[src/design/lcdt_pkg.sv]
// Shared types, timing constants and register indexes for the LCD scanline mode timer.
package lcdt_pkg;

   // Line timing in dots and lines
   localparam logic [9:0] DOTS_OAM_END      = 10'd80;
   localparam logic [9:0] DOTS_XFER_END     = 10'd252;
   localparam logic [9:0] DOTS_PER_LINE     = 10'd456;
   localparam logic [7:0] LAST_LINE         = 8'd153;
   localparam logic [7:0] FIRST_VBLANK_LINE = 8'd144;

   // Configuration register indexes
   localparam logic [2:0] CSR_DISPLAY_ENABLE    = 3'd0;
   localparam logic [2:0] CSR_COMPARE_LINE      = 3'd1;
   localparam logic [2:0] CSR_COMPARE_ENABLE    = 3'd2;
   localparam logic [2:0] CSR_HBLANK_IRQ_ENABLE = 3'd3;

   typedef enum logic [1:0] {
      MODE_HBLANK = 2'd0,
      MODE_VBLANK = 2'd1,
      MODE_OAM    = 2'd2,
      MODE_XFER   = 2'd3
   } mode_type;

   typedef struct packed {
      logic       display_enable;
      logic [7:0] compare_line;
      logic       compare_enable;
      logic       hblank_irq_enable;
   } cfg_type;

   typedef struct packed {
      logic [9:0] dot_count;
      logic [7:0] line_count;
      logic       coincidence;
      mode_type   mode;
   } state_type;

   typedef struct packed {
      mode_type   mode;
      logic [7:0] current_line;
      logic       coincidence;
      logic       oam_accessible;
      logic       vram_accessible;
      logic       line_done;
      logic       status_irq;
      logic       vblank_irq;
   } result_type;

endpackage

[src/design/lcd_scanline_mode_timer.sv]
// LCD scanline mode timer: top level with timing state, config and output register.
// Each request word carries the elapsed time since the previous word; the block
// adds it to the line dot counter, picks the display mode and access flags, and
// advances the line and pulses interrupts at line ends. Unless stalled, one word is
// accepted per cycle; its response is valid on the next cycle: the update is one add
// and a few compares feeding the response register; req_stall follows rsp_stall only
// while a response is held. The user keeps configuration writes to idle; unenforced.
module lcd_scanline_mode_timer import lcdt_pkg::*; (
   input  logic       clock,
   input  logic       reset,
   // request channel
   input  logic       req_valid,
   output logic       req_stall,
   input  logic [7:0] req_clocks_elapsed,
   // response channel
   output logic       rsp_valid,
   input  logic       rsp_stall,
   output logic [1:0] rsp_mode,
   output logic [7:0] rsp_current_line,
   output logic       rsp_coincidence,
   output logic       rsp_oam_accessible,
   output logic       rsp_vram_accessible,
   output logic       rsp_line_done,
   output logic       rsp_status_irq,
   output logic       rsp_vblank_irq,
   // configuration write port
   input  logic       csr_wr_en,
   input  logic [2:0] csr_index,
   input  logic [7:0] csr_wdata
);

   cfg_type    cfg_ff;
   cfg_type    cfg_in;
   state_type  state_ff;
   state_type  state_in;
   result_type result_ff;
   result_type result_in;
   logic       rsp_valid_ff;
   logic       accept;

   assign req_stall = rsp_valid_ff & rsp_stall;
   assign accept    = req_valid & ~req_stall;

   // configuration registers
   always_comb begin
      cfg_in = cfg_ff;
      if (csr_wr_en) begin
         unique case (csr_index)
            CSR_DISPLAY_ENABLE:    cfg_in.display_enable    = csr_wdata[0];
            CSR_COMPARE_LINE:      cfg_in.compare_line      = csr_wdata;
            CSR_COMPARE_ENABLE:    cfg_in.compare_enable    = csr_wdata[0];
            CSR_HBLANK_IRQ_ENABLE: cfg_in.hblank_irq_enable = csr_wdata[0];
            default:               cfg_in = cfg_ff;
         endcase
      end
   end

   always_ff @(posedge clock) begin
      if (reset) begin
         cfg_ff.display_enable    <= 1'b1;
         cfg_ff.compare_line      <= 8'd0;
         cfg_ff.compare_enable    <= 1'b0;
         cfg_ff.hblank_irq_enable <= 1'b0;
      end else begin
         cfg_ff <= cfg_in;
      end
   end

   lcdt_step u_step (
      .state_cur      (state_ff),
      .cfg            (cfg_ff),
      .clocks_elapsed (req_clocks_elapsed),
      .state_nxt      (state_in),
      .result         (result_in)
   );

   // timing state and response valid
   always_ff @(posedge clock) begin
      if (reset) begin
         state_ff.dot_count   <= 10'd0;
         state_ff.line_count  <= 8'd0;
         state_ff.coincidence <= 1'b0;
         state_ff.mode        <= MODE_HBLANK;
         rsp_valid_ff         <= 1'b0;
      end else begin
         if (accept) begin
            state_ff <= state_in;
         end
         if (!req_stall) begin
            rsp_valid_ff <= req_valid;
         end
      end
   end

   // response payload
   always_ff @(posedge clock) begin
      if (accept) begin
         result_ff <= result_in;
      end
   end

   assign rsp_valid           = rsp_valid_ff;
   assign rsp_mode            = result_ff.mode;
   assign rsp_current_line    = result_ff.current_line;
   assign rsp_coincidence     = result_ff.coincidence;
   assign rsp_oam_accessible  = result_ff.oam_accessible;
   assign rsp_vram_accessible = result_ff.vram_accessible;
   assign rsp_line_done       = result_ff.line_done;
   assign rsp_status_irq      = result_ff.status_irq;
   assign rsp_vblank_irq      = result_ff.vblank_irq;

   // checks
   a_dot_range: assert property (@(posedge clock) disable iff (reset)
      state_ff.dot_count < DOTS_PER_LINE)
      else $error("dot counter out of range");

   a_line_range: assert property (@(posedge clock) disable iff (reset)
      state_ff.line_count <= LAST_LINE)
      else $error("line counter out of range");

   a_vblank_entry: assert property (@(posedge clock) disable iff (reset)
      rsp_valid && rsp_vblank_irq |->
         rsp_current_line == FIRST_VBLANK_LINE && rsp_mode == MODE_VBLANK && rsp_line_done)
      else $error("vblank pulse without entry to first vblank line");

   a_irq_on_line_end: assert property (@(posedge clock) disable iff (reset)
      rsp_valid && rsp_status_irq |-> rsp_line_done)
      else $error("status interrupt outside a line end");

   a_state_matches_rsp: assert property (@(posedge clock) disable iff (reset)
      accept |=> rsp_valid && rsp_current_line == state_ff.line_count
                 && rsp_mode == state_ff.mode)
      else $error("response does not match updated state");

endmodule

[src/design/lcdt_step.sv]
// Next-state and result logic for one elapsed-clocks word.
module lcdt_step import lcdt_pkg::*; (
   input  state_type  state_cur,
   input  cfg_type    cfg,
   input  logic [7:0] clocks_elapsed,
   output state_type  state_nxt,
   output result_type result
);

   logic [9:0] dots;
   logic [7:0] line_inc;
   logic       visible;

   // dot_count stays below 456, so the sum fits in 10 bits
   assign dots     = state_cur.dot_count + {2'b00, clocks_elapsed};
   assign line_inc = (state_cur.line_count == LAST_LINE) ? 8'd0
                                                         : state_cur.line_count + 8'd1;
   assign visible  = state_cur.line_count < FIRST_VBLANK_LINE;

   always_comb begin
      state_nxt         = state_cur;
      result.line_done  = 1'b0;
      result.status_irq = 1'b0;
      result.vblank_irq = 1'b0;

      if (visible) begin
         priority if (dots < DOTS_OAM_END) begin
            state_nxt.mode      = MODE_OAM;
            state_nxt.dot_count = dots;
         end else if (dots < DOTS_XFER_END) begin
            state_nxt.mode      = MODE_XFER;
            state_nxt.dot_count = dots;
         end else if (dots < DOTS_PER_LINE) begin
            state_nxt.mode      = MODE_HBLANK;
            state_nxt.dot_count = dots;
         end else begin
            // line end: mode held unless entering vblank
            state_nxt.dot_count = 10'd0;
            result.line_done    = 1'b1;
            if (cfg.display_enable) begin
               state_nxt.coincidence = cfg.compare_enable &&
                                       (state_cur.line_count == cfg.compare_line);
               result.status_irq     = cfg.hblank_irq_enable;
               state_nxt.line_count  = line_inc;
               if (line_inc == FIRST_VBLANK_LINE) begin
                  result.vblank_irq = 1'b1;
                  state_nxt.mode    = MODE_VBLANK;
               end
            end
         end
      end else begin
         // vblank lines advance whatever the enable, no interrupts
         if (dots >= DOTS_PER_LINE) begin
            state_nxt.dot_count  = 10'd0;
            result.line_done     = 1'b1;
            state_nxt.line_count = line_inc;
         end else begin
            state_nxt.dot_count = dots;
         end
      end

      // access flags follow the resulting mode on visible lines
      result.oam_accessible  = 1'b1;
      result.vram_accessible = 1'b1;
      if (visible) begin
         unique case (state_nxt.mode)
            MODE_OAM: begin
               result.oam_accessible  = 1'b0;
               result.vram_accessible = 1'b1;
            end
            MODE_XFER: begin
               result.oam_accessible  = 1'b0;
               result.vram_accessible = 1'b0;
            end
            default: begin
               result.oam_accessible  = 1'b1;
               result.vram_accessible = 1'b1;
            end
         endcase
      end

      result.mode         = state_nxt.mode;
      result.current_line = state_nxt.line_count;
      result.coincidence  = state_nxt.coincidence;
   end

endmodule
[config.mk]
export PLATFORM = sky130hd
export DESIGN_NAME = lcd_scanline_mode_timer
export DESIGN_NICKNAME = d
export VERILOG_FILES = /design/src/design/lcdt_pkg.sv /design/src/design/lcd_scanline_mode_timer.sv /design/src/design/lcdt_step.sv
export SDC_FILE = /design/constraint.sdc
export NUM_CORES = 1
export LEC_CHECK = 0
export ABC_AREA = 0
export BUFFER_PORTS_ARGS = -buffer_cell sky130_fd_sc_hd__buf_4
export CELL_PAD_IN_SITES_DETAIL_PLACEMENT = 0
export CELL_PAD_IN_SITES_GLOBAL_PLACEMENT = 2
export CORE_UTILIZATION = 35
export DETAILED_ROUTE_END_ITERATION = 16
export PLACE_DENSITY = 0.79
export SYNTH_ARGS = -nofsm -noshare
export SYNTH_HDL_FRONTEND = slang
export SYNTH_SLANG_ARGS = --single-unit
[constraint.sdc]
create_clock -name clock -period 3.9 [get_ports clock]
set_input_delay 0.195 -clock clock [delete_from_list [all_inputs] [get_ports clock]]
set_output_delay 0.195 -clock clock [all_outputs]
set_load 0.01 [all_outputs]
**After elaboration in Yosys (flattened, before gate mapping)**

Index checks and enable logic that the tools add are counted.

- Bits in registers: 49
- Latch bits: 0
- RAM bits: 0
- ROM bits: 0
- Bits of input ports: 24
- Output and inout port bits: 18
- Logic and storage cells: 68
- Memories kept: 0

- Add/subtract/negate cells: 2
- $mul: 0
- Div/mod/pow operators: 0
- Order comparisons: 5
- Equal/unequal tests: 8
- Shift operators: 0
- Mux-type cells: 24
- Bitwise logic cells: 5
- Reductions and logical operators: 7

Operators by type and width:

| operator | count |
|---|---|
| $mux 10 | 4 |
| $mux 9 | 3 |
| $mux 18 | 1 |
| $eq 8x8->1 const B | 2 |
| $mux 8 | 2 |
| $mux 3 | 4 |
| $mux 11 | 1 |
| $add 10x8->10 | 1 |
| $ge 10x9->1 const B | 1 |
| $lt 10x7->1 const B | 1 |
| $lt 10x8->1 const B | 1 |
| $lt 10x9->1 const B | 1 |
| $mux 2 | 5 |
| $add 8x1->8 const B | 1 |
| $eq 8x8->1 | 1 |
| $lt 8x8->1 const B | 1 |
| $reduce_and 2->1 | 4 |
| $eq 3x2->1 const B | 2 |
| $reduce_or 5->1 | 1 |
| $eq 2x2->1 const B | 2 |
| $pmux 2 s2 | 1 |
| $eq 3x1->1 const B | 1 |
| $logic_not 3->1 | 1 |
| $mux 1 | 3 |
| 3 further kinds | 6 |

**Longest topological paths before layout**

- Depth after elaboration: 11
- Depth in mapped cells: 12
- Mapped depth without buffers: 10

**Cells and area by module**

A second synthesis with hierarchy kept.

- Cell total of the unflattened synthesis: 350
- Area, all modules: 3378.2 µm²

By module, submodules not included:

| module | instances | cells each | area each (µm²) | seq. area each (µm²) |
|---|---|---|---|---|
| lcd_scanline_mode_timer | 1 | 161 | 1991.9 | 1141.1 |
| lcdt_step | 1 | 189 | 1386.3 | 0.0 |

**Worst setup path before layout**

Ideal clock, no wire load.

- Kind: register -> register
- From: register state_ff[11] (netlist name)
- To: register result_ff (netlist bit rsp_vram_accessible) (data pin)
- Data arrival time: 2654 ps
- Path slack: 980 ps
- Stages on the path, launching flop included: 11
- Buffers on the path: 1
- Clock period less this slack: 2920 ps
- Cell sequence: dfxtp_1 -> ha_1 -> fa_1 -> a21o_1 -> a311o_1 -> nand3_1 -> nand4_1 -> o31a_1 -> buf_2 -> o211ai_1 -> or3b_1

- Cells in the longest elaborated chain, start to end: 8
- Elaborated cells on any way between the ends: 11
- Classes of those cells: add/sub: 1; order compare: 3; eq/ne: 2; mux: 5

Ends and longest elaborated chain:

| element | line | RTL |
|---|---|---|
| from (decl) | lcd_scanline_mode_timer.sv:34 | `state_type state_ff;` |
| from (signal assigned) | lcd_scanline_mode_timer.sv:87 | `state_ff <= state_in;` |
| $add 10x8->10 * | lcdt_step.sv:15 | `assign dots = state_cur.dot_count + {2'b00, clocks_elapsed};` |
| $lt 10x9->1 | lcdt_step.sv:33 | `end else if (dots < DOTS_PER_LINE) begin` |
| $mux 2 | lcdt_step.sv:33 |  |
| $mux 2 | lcdt_step.sv:30 | `end else if (dots < DOTS_XFER_END) begin` |
| $mux 2 * | lcdt_step.sv:27 | `priority if (dots < DOTS_OAM_END) begin` |
| $mux 3 * | lcdt_step.sv:26 | `if (visible) begin` |
| $eq 2x2->1 | lcdt_step.sv:66 | `unique case (state_nxt.mode)` |
| $pmux 2 s2 * | lcdt_step.sv:66 |  |
| to (signal assigned) | lcd_scanline_mode_timer.sv:98 | `result_ff <= result_in;` |
| to (decl) | lcd_scanline_mode_timer.sv:36 | `result_type result_ff;` |

Every way passes the cells marked *; elsewhere a longest branch is shown, timed or not.
A chain may end at the register's enable or synchronous reset.

**Worst setup path after layout**

Ends and elaborated chain as after synthesis.

==> impl_metrics.env <==
export IMPL_rsz0062_at_grt="false"
export IMPL_track_usage=0.1687
export IMPL_synth_area_um2=2987
export IMPL_finalCritPeriodShare=0.8547
export IMPL_yosys_area_top_type="dfxtp_1"
export IMPL_synth_ff_type="dfxtp_1"
export IMPL_synth_cell_types=58
export IMPL_dpl_worst_slack_ps=570.9
export IMPL_vias=2537
export IMPL_dp_hpwl_mm=5.037
export IMPL_routedWlPerCell_um=15.20
export IMPL_synthArstFlopShare=0
export IMPL_cts_setup_buffers=0
export IMPL_rows=33
export IMPL_die_area_um2=8907
export IMPL_syn_inst=332
export IMPL_cts_hold_buf=0
export IMPL_end_kind="register"
export IMPL_max_freq_ghz=0.3000
export IMPL_synth_top_family_by_area="simple AND/OR/NAND/NOR gates"
export IMPL_post_dp_cell_area_um2=3351
export IMPL_cts_root_buf="clkbuf_8"
export IMPL_cp_required_ps=3960
export IMPL_postSynthAreaPerCell_um2=8.996
export IMPL_grt_pass1_vias=2308
export IMPL_yosysWarnings=0
export IMPL_synth_edf_count=16
export IMPL_syn2layout_area_growth_pct=16.05
export IMPL_ys_seq_area_frac=0.3821
export IMPL_cp_start_kind="register"
export IMPL_setup_viol=0
export IMPL_tightest_slew_ps=1071
export IMPL_core_region_area_um2=8217
export IMPL_antenna_found_initial=0
export IMPL_firstDrtPassIters=4
export IMPL_place_gp_congestion=0.8089
export IMPL_drt_drc_violations_left=0
export IMPL_setup_ws_ps=566.6
export IMPL_final_core_util=0.4218
export IMPL_finalHoldViolations=0
export IMPL_fin_crit_ps=3333
export IMPL_ctsResizeCount=0
export IMPL_peakVddDrop_mv=0.1526
export IMPL_drv_cap=0
export IMPL_clkSinkCount=49
export IMPL_synth_most_common_cell="dfxtp_1"
export IMPL_routed_wl_mm=7.066
export IMPL_relSlewSlack=0.2802
export IMPL_synthMuxAreaShare=0.05488
export IMPL_die_x_um=94.38
export IMPL_clk_path_buf_depth=2
export IMPL_synth_common_cells="33 x dfxtp_1, 26 x nand2_1, 21 x a21oi_1"
export IMPL_layout_drive_gt1_share=0.1750
export IMPL_layout_nets=394
export IMPL_finClkSkew_ps=15.26
export IMPL_outcome="finished clean"
export IMPL_power_leakage_nw=1.378
export IMPL_cts_tree="done"
export IMPL_die_y_um=94.38
export IMPL_setup_tns_ps=0
export IMPL_ioPinCount=42
export IMPL_grt_pass1_wl_mm=11.78
export IMPL_arrival_ps=3390
export IMPL_clock_latency_ps=310
export IMPL_synth_compound_area_frac=0.1860
export IMPL_power_density_nw_per_um2=398.4
export IMPL_crit_path_max_fanout=12
export IMPL_synth_top_area_share=0.2212
export IMPL_synth_area_leaders="dfxtp_1 22%, edfxtp_1 16%, mux2i_1 4.4%, ha_1 4.2%, a21oi_1 3.5%"
export IMPL_cts_buffers=5
export IMPL_final_area_um2=3466
export IMPL_path_class="reg -> reg"
export IMPL_synthSimpleGateAreaFrac=0.2141
export IMPL_synth_seq_cells=49
export IMPL_detail_route_antenna_nets=0
export IMPL_grt_overflow=0
export IMPL_slew_violations=0
export IMPL_cts_htree_levels=2
export IMPL_drt_first_iter_violations=165
export IMPL_antenna_cells=0
export IMPL_synth_fa_ha_area_frac=0.04860
export IMPL_grt_max_degree=30
export IMPL_hold_class="in -> reg"
export IMPL_initial_core_util=0.3635
export IMPL_viasPerCell=5.456
export IMPL_synth_xor_area_share=0.05572
export IMPL_fill_cells=830
export IMPL_clk_pin_slew_ps=100
export IMPL_portBuffers=41
export IMPL_synth_nets=367
-- critical path: stages (launching register included) --
cell and delay [ps]:
dfxtp_1 330, ha_1 230, fa_1 440, a21o_1 210, a311o_1 340, nand3_1 140, nand4_1 100, o31a_1 320
inv_1 330, a21boi_0 220, or3b_1 400
-- cell type report --
class,instances,area (um^2),share of cell area
clock buffer,5,68.82,0.01986
clock inverter,3,46.29,0.01336
inverter,15,56.30,0.01625
multi-input combinational,242,1677,0.4838
sequential,49,1141,0.3292
tap,105,131.4,0.03791
timing repair buffer,46,345.3,0.09964
-- state kept, by name (all words and copies together) (netlist names) --
| name | flops |
|---|---|
| rsp_valid | 1 |
| rsp_vblank_irq | 1 |
| rsp_status_irq | 1 |
| state_ff | 21 |
| rsp_coincidence | 1 |
| rsp_vram_accessible | 1 |
| rsp_mode | 2 |
| cfg_ff | 11 |
| rsp_oam_accessible | 1 |
| rsp_current_line | 8 |
| rsp_line_done | 1 |
-- final timing paths --
path / from / to / slack [ps] / cells past startpoint
worst min register to register: state_ff[16] / state_ff[16] / 460 / 2
worst min-delay path: req_valid / rsp_valid / 110 / 2
worst max-delay path: state_ff[11] / rsp_vram_accessible / 570 / 10
worst max register to register: state_ff[11] / rsp_vram_accessible / 570 / 10
-- routing by layer --
metal  track usage  wire [um]  vias up
met2        0.2440       2974       53
met5             0          0        -
met3       0.03382        295        4
met1        0.2516       3749     1195
met4       0.04615         46        0
li1              -          -     1285
-- where the power goes --
part	leakage [nW]	internal, mW	switching (mW)	total (mW)
Clock	0.0543	0.192	0.175	0.367
Combinational	0.896	0.177	0.239	0.416
Sequential	0.427	0.575	0.0227	0.597
Total	1.38	0.944	0.437	1.38
-- layout by cell type (no fill, tap or decap), types with 5 or more instances in the layout --
| master | count |
|---|---|
| dfxtp_1 | 33 |
| inv_1 | 15 |
| a31oi_1 | 6 |
| o21ai_0 | 9 |
| nand2_1 | 26 |
| buf_4 | 46 |
| ha_1 | 10 |
| nor3_1 | 8 |
| xor2_1 | 8 |
| nand3_1 | 17 |
| nor2_1 | 20 |
| nor4_1 | 6 |
| and3_1 | 5 |
| clkbuf_8 | 5 |
| mux2i_1 | 13 |
| xnor2_1 | 11 |
| edfxtp_1 | 16 |
| nand4_1 | 10 |
| a21oi_1 | 21 |
-- kinds of logic after synthesis --
logic type	count (synthesis)
DFF	49
muxes	16
adders and majority gates	11
buffers and inverters	41
AOI/OAI and AO/OA	78
xor gates and xnor gates	19
and+or+nand+nor	118
-- metrics by stage --
| step | hold slack [ps] | power, mW | std cells |
|---|---|---|---|
| detailed placement | 417.9 | 1.022 | 457 |
| global route | 116.1 | 1.461 | 465 |
| finish | 113.9 | 1.381 | 465 |
| floorplan | 318.9 | 0.9057 | 332 |
| CTS | 102.4 | 1.392 | 465 |
| global placement | 414.0 | 1.023 | 457 |
Note: power is estimated with default switching activity, not from simulation.
